### config.mk
export PLATFORM = sky130hd
export DESIGN_NAME = indexed_list_insert_delete_core
export DESIGN_NICKNAME = d
export VERILOG_FILES = /design/src/rtl/ilist_pkg.sv /design/src/rtl/ilist_array.sv /design/src/rtl/indexed_list_insert_delete_core.sv
export SDC_FILE = /design/constraint.sdc
export NUM_CORES = 2
export LEC_CHECK = 0
export BUFFER_PORTS_ARGS = -buffer_cell sky130_fd_sc_hd__buf_2
export CORE_AREA = 10 10 337 339
export DETAILED_ROUTE_END_ITERATION = 6
export DIE_AREA = 0 0 347 349
export GPL_ROUTABILITY_DRIVEN = 1
export GPL_TIMING_DRIVEN = 0
export PLACE_DENSITY = 0.81
export SLEW_MARGIN = 0
export SYNTH_ARGS = -nofsm -noshare
export SYNTH_HDL_FRONTEND = slang
export SYNTH_SLANG_ARGS = --single-unit
### constraint.sdc
create_clock -name clk -period 7.8 [get_ports clk]
set_input_delay 1.56 -clock clk [delete_from_list [all_inputs] [get_ports clk]]
set_output_delay 1.56 -clock clk [all_outputs]
set_load 0.01 [all_outputs]
### src/rtl/ilist_pkg.sv
package ilist_pkg;

  // Command codes
  localparam logic [2:0] CMD_READ     = 3'd0;
  localparam logic [2:0] CMD_INS_HEAD = 3'd1;
  localparam logic [2:0] CMD_INS_TAIL = 3'd2;
  localparam logic [2:0] CMD_INS_POS  = 3'd3;
  localparam logic [2:0] CMD_DELETE   = 3'd4;

  // Status codes
  localparam logic [1:0] ST_DONE  = 2'd0;
  localparam logic [1:0] ST_RANGE = 2'd1;
  localparam logic [1:0] ST_FULL  = 2'd2;

  localparam int VALUE_W = 32;
  localparam int POS_W   = 6;
  localparam int CMD_W   = 3;
  localparam int STAT_W  = 2;
  localparam int COUNT_W = 6;

  // Wide enough for any position or count up to the largest supported depth.
  localparam int OP_POS_W = 11;

  localparam logic signed [VALUE_W-1:0] NOT_READ = -32'sd1;

  typedef struct packed {
    logic                ins;
    logic                del;
    logic [OP_POS_W-1:0] pos;
  } list_op_t;

endpackage

### src/rtl/ilist_array.sv
module ilist_array import ilist_pkg::*; #(
  parameter int DEPTH = 32
) (
  input  logic                                clk,
  input  logic                                rst,
  input  list_op_t                            op,
  input  logic signed [VALUE_W-1:0]           wr_value,
  input  logic [$clog2(DEPTH)-1:0]            rd_index,
  output logic signed [VALUE_W-1:0]           rd_value,
  output logic [$clog2(DEPTH+1)-1:0]          count
);

  localparam int CW = $clog2(DEPTH + 1);

  logic signed [VALUE_W-1:0] ent [DEPTH];

  // Each slot picks from itself, its lower or its upper neighbour, or the new value.
  for (genvar i = 0; i < DEPTH; i++) begin : g_slot
    always_ff @(posedge clk) begin
      if (op.ins) begin
        if (OP_POS_W'(i) == op.pos) begin
          ent[i] <= wr_value;
        end else if (OP_POS_W'(i) > op.pos) begin
          if (i > 0) begin
            ent[i] <= ent[(i > 0) ? i - 1 : 0];
          end
        end
      end else if (op.del) begin
        if (OP_POS_W'(i) >= op.pos && i < DEPTH - 1) begin
          ent[i] <= ent[(i < DEPTH - 1) ? i + 1 : i];
        end
      end
    end
  end

  always_ff @(posedge clk) begin
    if (rst) begin
      count <= '0;
    end else if (op.ins) begin
      count <= count + CW'(1);
    end else if (op.del) begin
      count <= count - CW'(1);
    end
  end

  assign rd_value = ent[rd_index];

  a_count_bound: assert property (@(posedge clk) disable iff (rst)
    count <= CW'(DEPTH))
    else $error("entry count beyond depth");

  a_ins_grows: assert property (@(posedge clk) disable iff (rst)
    op.ins |=> count == $past(count) + CW'(1))
    else $error("insert did not add one entry");

  a_one_op: assert property (@(posedge clk) disable iff (rst)
    !(op.ins && op.del))
    else $error("insert and delete in the same cycle");

endmodule

### src/rtl/indexed_list_insert_delete_core.sv
// Ordered list of up to DEPTH signed 32-bit words held in a register array
// that shifts in place. Each input word carries one command (read, insert at
// head, insert at tail, insert before a position, delete at a position) and
// yields exactly one output word with the value read, a status and the entry
// count after the command. A command passes through an input register and
// its result is then written to the output register, so the block takes
// one command every cycle while the output is not held back by m_tready.
// A command is applied to the list only as its result enters the output
// register.
module indexed_list_insert_delete_core import ilist_pkg::*; #(
  parameter int DEPTH = 32
) (
  input  logic        clk,
  input  logic        rst,
  input  logic        s_tvalid,
  output logic        s_tready,
  // command [2:0], position [8:3], item_value [40:9], zero fill [47:41]
  input  logic [47:0] s_tdata,
  output logic        m_tvalid,
  input  logic        m_tready,
  // read_value [31:0], status [33:32], entry_count [39:34]
  output logic [39:0] m_tdata
);

  localparam int IW   = (DEPTH > 1) ? $clog2(DEPTH) : 1;
  localparam int CW   = $clog2(DEPTH + 1);
  localparam int CMPW = (CW > POS_W) ? CW : POS_W;

  logic                      in_valid;
  logic [CMD_W-1:0]          cmd;
  logic [POS_W-1:0]          pos;
  logic signed [VALUE_W-1:0] value;

  logic                      out_valid;
  logic signed [VALUE_W-1:0] out_value;
  logic [STAT_W-1:0]         out_status;
  logic [COUNT_W-1:0]        out_count;

  logic                      move;
  list_op_t                  op;
  logic signed [VALUE_W-1:0] rd_data;
  logic [CW-1:0]             count;
  logic [CMPW-1:0]           pos_ext;
  logic [CMPW-1:0]           cnt_ext;
  logic [CMPW-1:0]           ins_pos;
  logic [CMPW-1:0]           cnt_next;
  logic signed [VALUE_W-1:0] value_next;
  logic [STAT_W-1:0]         status_next;
  logic                      do_ins;
  logic                      do_del;

  assign move     = in_valid && (!out_valid || m_tready);
  assign s_tready = !in_valid || move;

  always_ff @(posedge clk) begin
    if (rst) begin
      in_valid <= 1'b0;
    end else if (s_tready) begin
      in_valid <= s_tvalid;
    end
  end

  always_ff @(posedge clk) begin
    if (s_tready && s_tvalid) begin
      cmd   <= s_tdata[2:0];
      pos   <= s_tdata[8:3];
      value <= s_tdata[40:9];
    end
  end

  assign pos_ext = CMPW'(pos);
  assign cnt_ext = CMPW'(count);

  always_comb begin
    value_next  = NOT_READ;
    status_next = ST_RANGE;
    do_ins      = 1'b0;
    do_del      = 1'b0;
    ins_pos     = pos_ext;
    case (cmd)
      CMD_READ: begin
        if (pos_ext < cnt_ext) begin
          value_next  = rd_data;
          status_next = ST_DONE;
        end
      end
      CMD_INS_HEAD, CMD_INS_TAIL, CMD_INS_POS: begin
        if (cmd == CMD_INS_HEAD) begin
          ins_pos = '0;
        end else if (cmd == CMD_INS_TAIL) begin
          ins_pos = cnt_ext;
        end
        // The range check takes precedence over the full check.
        if (ins_pos > cnt_ext) begin
          status_next = ST_RANGE;
        end else if (cnt_ext == CMPW'(DEPTH)) begin
          status_next = ST_FULL;
        end else begin
          status_next = ST_DONE;
          do_ins      = 1'b1;
        end
      end
      CMD_DELETE: begin
        if (pos_ext < cnt_ext) begin
          status_next = ST_DONE;
          do_del      = 1'b1;
        end
      end
      default: begin
        status_next = ST_RANGE;
      end
    endcase
  end

  assign op.ins = move && do_ins;
  assign op.del = move && do_del;
  assign op.pos = OP_POS_W'(do_ins ? ins_pos : pos_ext);

  assign cnt_next = do_ins ? cnt_ext + CMPW'(1) : (do_del ? cnt_ext - CMPW'(1) : cnt_ext);

  ilist_array #(
    .DEPTH (DEPTH)
  ) u_array (
    .clk      (clk),
    .rst      (rst),
    .op       (op),
    .wr_value (value),
    .rd_index (pos_ext[IW-1:0]),
    .rd_value (rd_data),
    .count    (count)
  );

  always_ff @(posedge clk) begin
    if (rst) begin
      out_valid <= 1'b0;
    end else if (move) begin
      out_valid <= 1'b1;
    end else if (m_tready) begin
      out_valid <= 1'b0;
    end
  end

  always_ff @(posedge clk) begin
    if (move) begin
      out_value  <= value_next;
      out_status <= status_next;
      out_count  <= cnt_next[COUNT_W-1:0];
    end
  end

  assign m_tvalid = out_valid;
  assign m_tdata  = {out_count, out_status, out_value};

  a_read_only_done: assert property (@(posedge clk) disable iff (rst)
    out_valid && out_value != NOT_READ |-> out_status == ST_DONE)
    else $error("value returned without a completed read");

  a_full_count: assert property (@(posedge clk) disable iff (rst)
    out_valid && out_status == ST_FULL |-> out_count == COUNT_W'(DEPTH))
    else $error("full status with a list that is not full");

  a_count_tracks: assert property (@(posedge clk) disable iff (rst)
    move |=> out_count == COUNT_W'(count))
    else $error("reported count differs from the list count");

endmodule
* Yosys cells after proc, flatten, opt, wreduce, memory -nomap -nowiden
Memories as Yosys holds them, arrays and structs flattened. A register that Yosys moved wholly into a read port is not among the register bits. Index checks and enable logic that the tools add are counted.
Storage, ports and cells: bits in writable memories 1024, output and inout port bits 42, input bits 52, register bits after elaboration 57, memories kept 1, bits in read-only memories 0, bits in latches 0, word-level logic and storage cells 615
Memories:
- u_array.ent | depth 32, width 32, read ports 33, clocked after memory_dff 1, wr ports 32, line ilist_array.sv:15 | logic signed [VALUE_W-1:0] ent [DEPTH];
Cells by class: muxes and demuxes 426, reductions and logical operators 16, add/sub/neg operators 2, bitwise operators 62, equal/unequal tests 36, shift-type cells 0, magnitude comparators 64, divide/modulo/power cells 0, multiply operators 0
Operator list (count):
- $mux 32 | 62
- $mux 1 | 352
- $eq 5x6->1 const A | 16
- $gt 5x6->1 const A | 16
- $ge 5x6->1 const A | 15
- $or 1x1->1 | 62
- $mux 6 | 9
- $eq 4x6->1 const A | 8
- $ge 4x6->1 const A | 8
- $gt 4x6->1 const A | 8
- $eq 3x6->1 const A | 4
- $ge 3x6->1 const A | 4
- $gt 3x6->1 const A | 4
- $eq 2x6->1 const A | 2
- $ge 1x6->1 const A | 2
- $ge 2x6->1 const A | 2
- $gt 2x6->1 const A | 2
- $logic_not 11->1 | 1
- $add 6x1->6 const B | 1
- $eq 1x6->1 const A | 1
- $eq 3x2->1 const B | 2
- $eq 6x6->1 const B | 1
- $gt 1x6->1 const A | 1
- $gt 6x6->1 | 1
- other kinds (14) | 22

* Depth between registers and ports, before layout
word-level depth 15, mapped depth 18, depth with buffers taken out 14

* Modules after synthesis
Synthesis repeated with hierarchy kept, for this count alone.
Unflattened totals: cells, all modules 5702, area, all modules 64449.3 µm²
Modules (own cells, without submodules):
- ilist_array | seq. area each 30869.6 µm², instances 1, area an instance 60907.2 µm², cells an instance 5464
- indexed_list_insert_delete_core | seq. area each 2472.4 µm², instances 1, area an instance 3542.1 µm², cells an instance 238

* Worst setup path after synthesis
Ideal clock, no wire load.
path type input-to-reg, start point input port m_tready, end point memory u_array.ent[4][0], enable pin, setup time 0.432 ns, path slack 0.961 ns, path buffers 3, required time 7.368 ns, stages on the path 12, arrival 6.407 ns, cells stage by stage nor2b_1 > nand2b_1 > clkbuf_1 > inv_1 > o2111ai_1 > clkbuf_1 > a21oi_1 > buf_2 > nor2_1 > inv_1 > nand2_1 > a21oi_1
RTL lines:
- from (decl) | line indexed_list_insert_delete_core.sv:20 | input logic m_tready,
- to (decl) | line ilist_array.sv:15

==> impl_metrics.tcl <==
set metrics [dict create \
    p_total_uw 14040 \
    drt_first_iter_violations 9150 \
    numCtsBuffers 121 \
    row_count 120 \
    min_period_ps 7421 \
    violations "max-capacitance violations, max-slew violations" \
    syn-cell-area_um2 64520 \
    cts_resized 0 \
    seq_area_frac_synth_pct 51.68 \
    syn_area_per_cell_um2 11.86 \
    drc_errors 0 \
    r2r_start "cmd[0]" \
    utilization_pct 66.97 \
    period_share_pct 95.14 \
    ys.flop_type "edfxtp_1" \
    avgRoutedWirePerCell_um 34.24 \
    grt_max_degree 36 \
    grt_usage_pct 39.72 \
    fillers 7981 \
    num_vias 51474 \
    nets 5747 \
    cts_hold_buffers 0 \
    cp_max_fo 35 \
    peakVddDrop_mv 0.1862 \
    r2r_slack_ps 380 \
    start_util_pct 60.52 \
    p_leak_uw 0.02452 \
    via_per_inst 7.151 \
    core_um2 106600 \
    cts_tree "yes" \
    io_pins 94 \
    cp-start-kind "flop" \
    max-cap-violations 3 \
    gp_congestion 1.035 \
    cts_num_sinks 1113 \
    drtAntennaViolNets 0 \
    clk_pin_slew_worst_paths_ps 60 \
    synth_area_leader_cell "edfxtp_1" \
    crit_type "reg -> reg" \
    dieWidth_um 347 \
    critPathCapture "u_array.ent[7][29]" \
    synth_cell_types 76 \
    post-synth-top-count-cell "edfxtp_1" \
    grt_pass1_wl_mm 346.9 \
    first_global_vias 48420 \
    cp.arrival_ps 7660 \
    post_cts_buffers 0 \
    die_h_um 349 \
    yosysWarnings 0 \
    hold_viol_final 0 \
    status "finished, violations left" \
    slew_violations 11 \
    rr_worst_depth 17 \
    cts_buffer_depth 3 \
    p_per_area_nw_per_um2 196.7 \
    worst_slew_pin_slew_ps 1569 \
    port_buffers 85 \
    root_buffer "clkbuf_16" \
    clk_latency_ps 760 \
    cts_max_level 3 \
    setup_viol 0 \
    fmaxAchievable_ghz 0.1348 \
    syn-instance-count 5442 \
    startpoint "cmd[0]" \
    yosys-top-cells-count "edfxtp_1, nand2_1, mux2i_1" \
    area.growth.synth_to_final_pct 10.65 \
    syn_nets 5507 \
    critical_path_required_ps 8030 \
    grt-ovfl-total 0 \
    async_flop_share_pct 0 \
    ys_ff_latch 1113 \
    hold_class "reg -> reg" \
    firstDrtPassIters 7 \
    synth_area_leaders "edfxtp_1, mux4_2, mux2i_1" \
    finClkSkew_ps 47.44 \
    synth_top_area_share_pct 51.43 \
    antenna_found_initial 23 \
    grt_setup_unrepaired "no" \
    reg2reg_to "u_array.ent[7][29]" \
    die-area_um2 121100 \
    drive_gt1_share_pct 19.42 \
    cp-end-kind "flop" \
    hpwl_mm 194.7 \
    synth_edf_count 1105 \
    relSlewSlack_pct -4.585 \
    wirelength_mm 246.5 \
]
[cells by family (layout without fill, tap and decap cells)]
logic type	count (synthesis)	in the layout	share of synthesized area (%)
mux	1203	1203	25.50
flops	1113	1113	51.68
buf+inv	570	910	3.756
other cells	0	13	0
fa+ha+maj	13	13	0.2521
xor+xnor	11	11	0.1493
simple gates	1477	1477	9.121
compound gates	1055	1055	9.541
[layout make-up]
type	count	area (µm²)	area share [%]
flip-flops and latches	1113	33340	46.71
clock buffers	151	3192	4.471
diodes	13	32.53	0.04557
well taps	1403	1755	2.459
plain buffers	519	2246	3.146
clock inverters	72	550.5	0.7712
multi-input cells	3759	29050	40.69
inverters	51	195.2	0.2734
repair buffers	117	1030	1.442
[how the worst min path moves through the flow]
stage	start	end	slack, ps	depth (start not counted)
final	in_valid	m_tvalid	520	2
after floorplan	u_array.count[1]	u_array.count[1]	490	2
after global routing	in_valid	m_tvalid	590	2
after global placement	in_valid	m_tvalid	500	2
after detailed placement	in_valid	m_tvalid	510	2
after CTS	in_valid	m_tvalid	520	2
[registers in the layout (all words and copies together) (netlist names), 2 cells and up]
| signal | flops |
|---|---|
| out_status | 2 |
| out_value | 32 |
| u_array.count | 6 |
| out_count | 6 |
| pos | 6 |
| value | 32 |
| cmd | 3 |
| u_array.ent | 1024 |
[report_power, final]
group	internal (µW)	switching, µW	total [µW]
clock network	3140	2530	5670
logic	582	1020	1600
registers	6700	83.7	6780
total	10400	3630	14000
[metal layers]
layer | GRT usage, % | share of wire, % | up-vias | wire length [µm]
li1 | - | - | 21069 | -
met1 | 52.07 | 35 | 25048 | 85850
met2 | 57.85 | 43 | 4621 | 105300
met3 | 16.00 | 17 | 724 | 42190
met4 | 17.74 | 5.3 | 12 | 12960
met5 | 0.8800 | 0.090 | - | 223
[critical path, stage by stage (launching register included)]
cell and delay (ps):
edfxtp_1 410, clkbuf_1 380, nor2b_1 90, a221oi_1 640, inv_2 90, buf_2 240, ha_1 340, nand4_1 120
nor3_1 100, nand2_1 110, clkbuf_1 420, clkbuf_1 640, a211oi_4 270, buf_2 310, nor2_2 690, inv_2 580
nand2_1 620, clkinvlp_4 810
[stage by stage]
step                instance area, µm²  TNS, ps  setup slack [ps]  cells  hold WS [ps]
floorplan                        64520        0             961.1   5442         486.1
global placement                 66700  -787390             -2846   6930         498.5
detailed placement               67560    -8177            -262.3   6960         506.1
CTS                              71300        0             19.74   7183         516.5
global route                     71360        0             101.2   7186         588.1
finish                           71390        0             379.3   7198         518.3
[cell usage in the layout, fill, tap and decap left out, types with 6 or more instances in the layout]
master / count
a21o_1: 32
a21oi_1: 352
a21oi_4: 13
a22o_1: 21
a31oi_1: 194
buf_1: 47
buf_12: 23
buf_2: 198
buf_4: 15
buf_6: 16
bufinv_16: 8
clkbuf_1: 353
clkbuf_16: 122
clkbuf_2: 6
clkinv_1: 31
clkinv_2: 26
dfxtp_1: 8
diode_2: 13
edfxtp_1: 1105
ha_1: 13
inv_1: 45
mux2_1: 15
mux2_2: 308
mux2i_1: 558
mux4_2: 320
nand2_1: 815
nand2b_1: 11
nand3_1: 45
nand4_1: 12
nor2_1: 494
nor2_4: 13
nor2b_1: 7
nor3_1: 47
o211ai_1: 98
o21ai_0: 162
o21ai_1: 130
xnor2_1: 11
(Power assumes the default switching activity.)
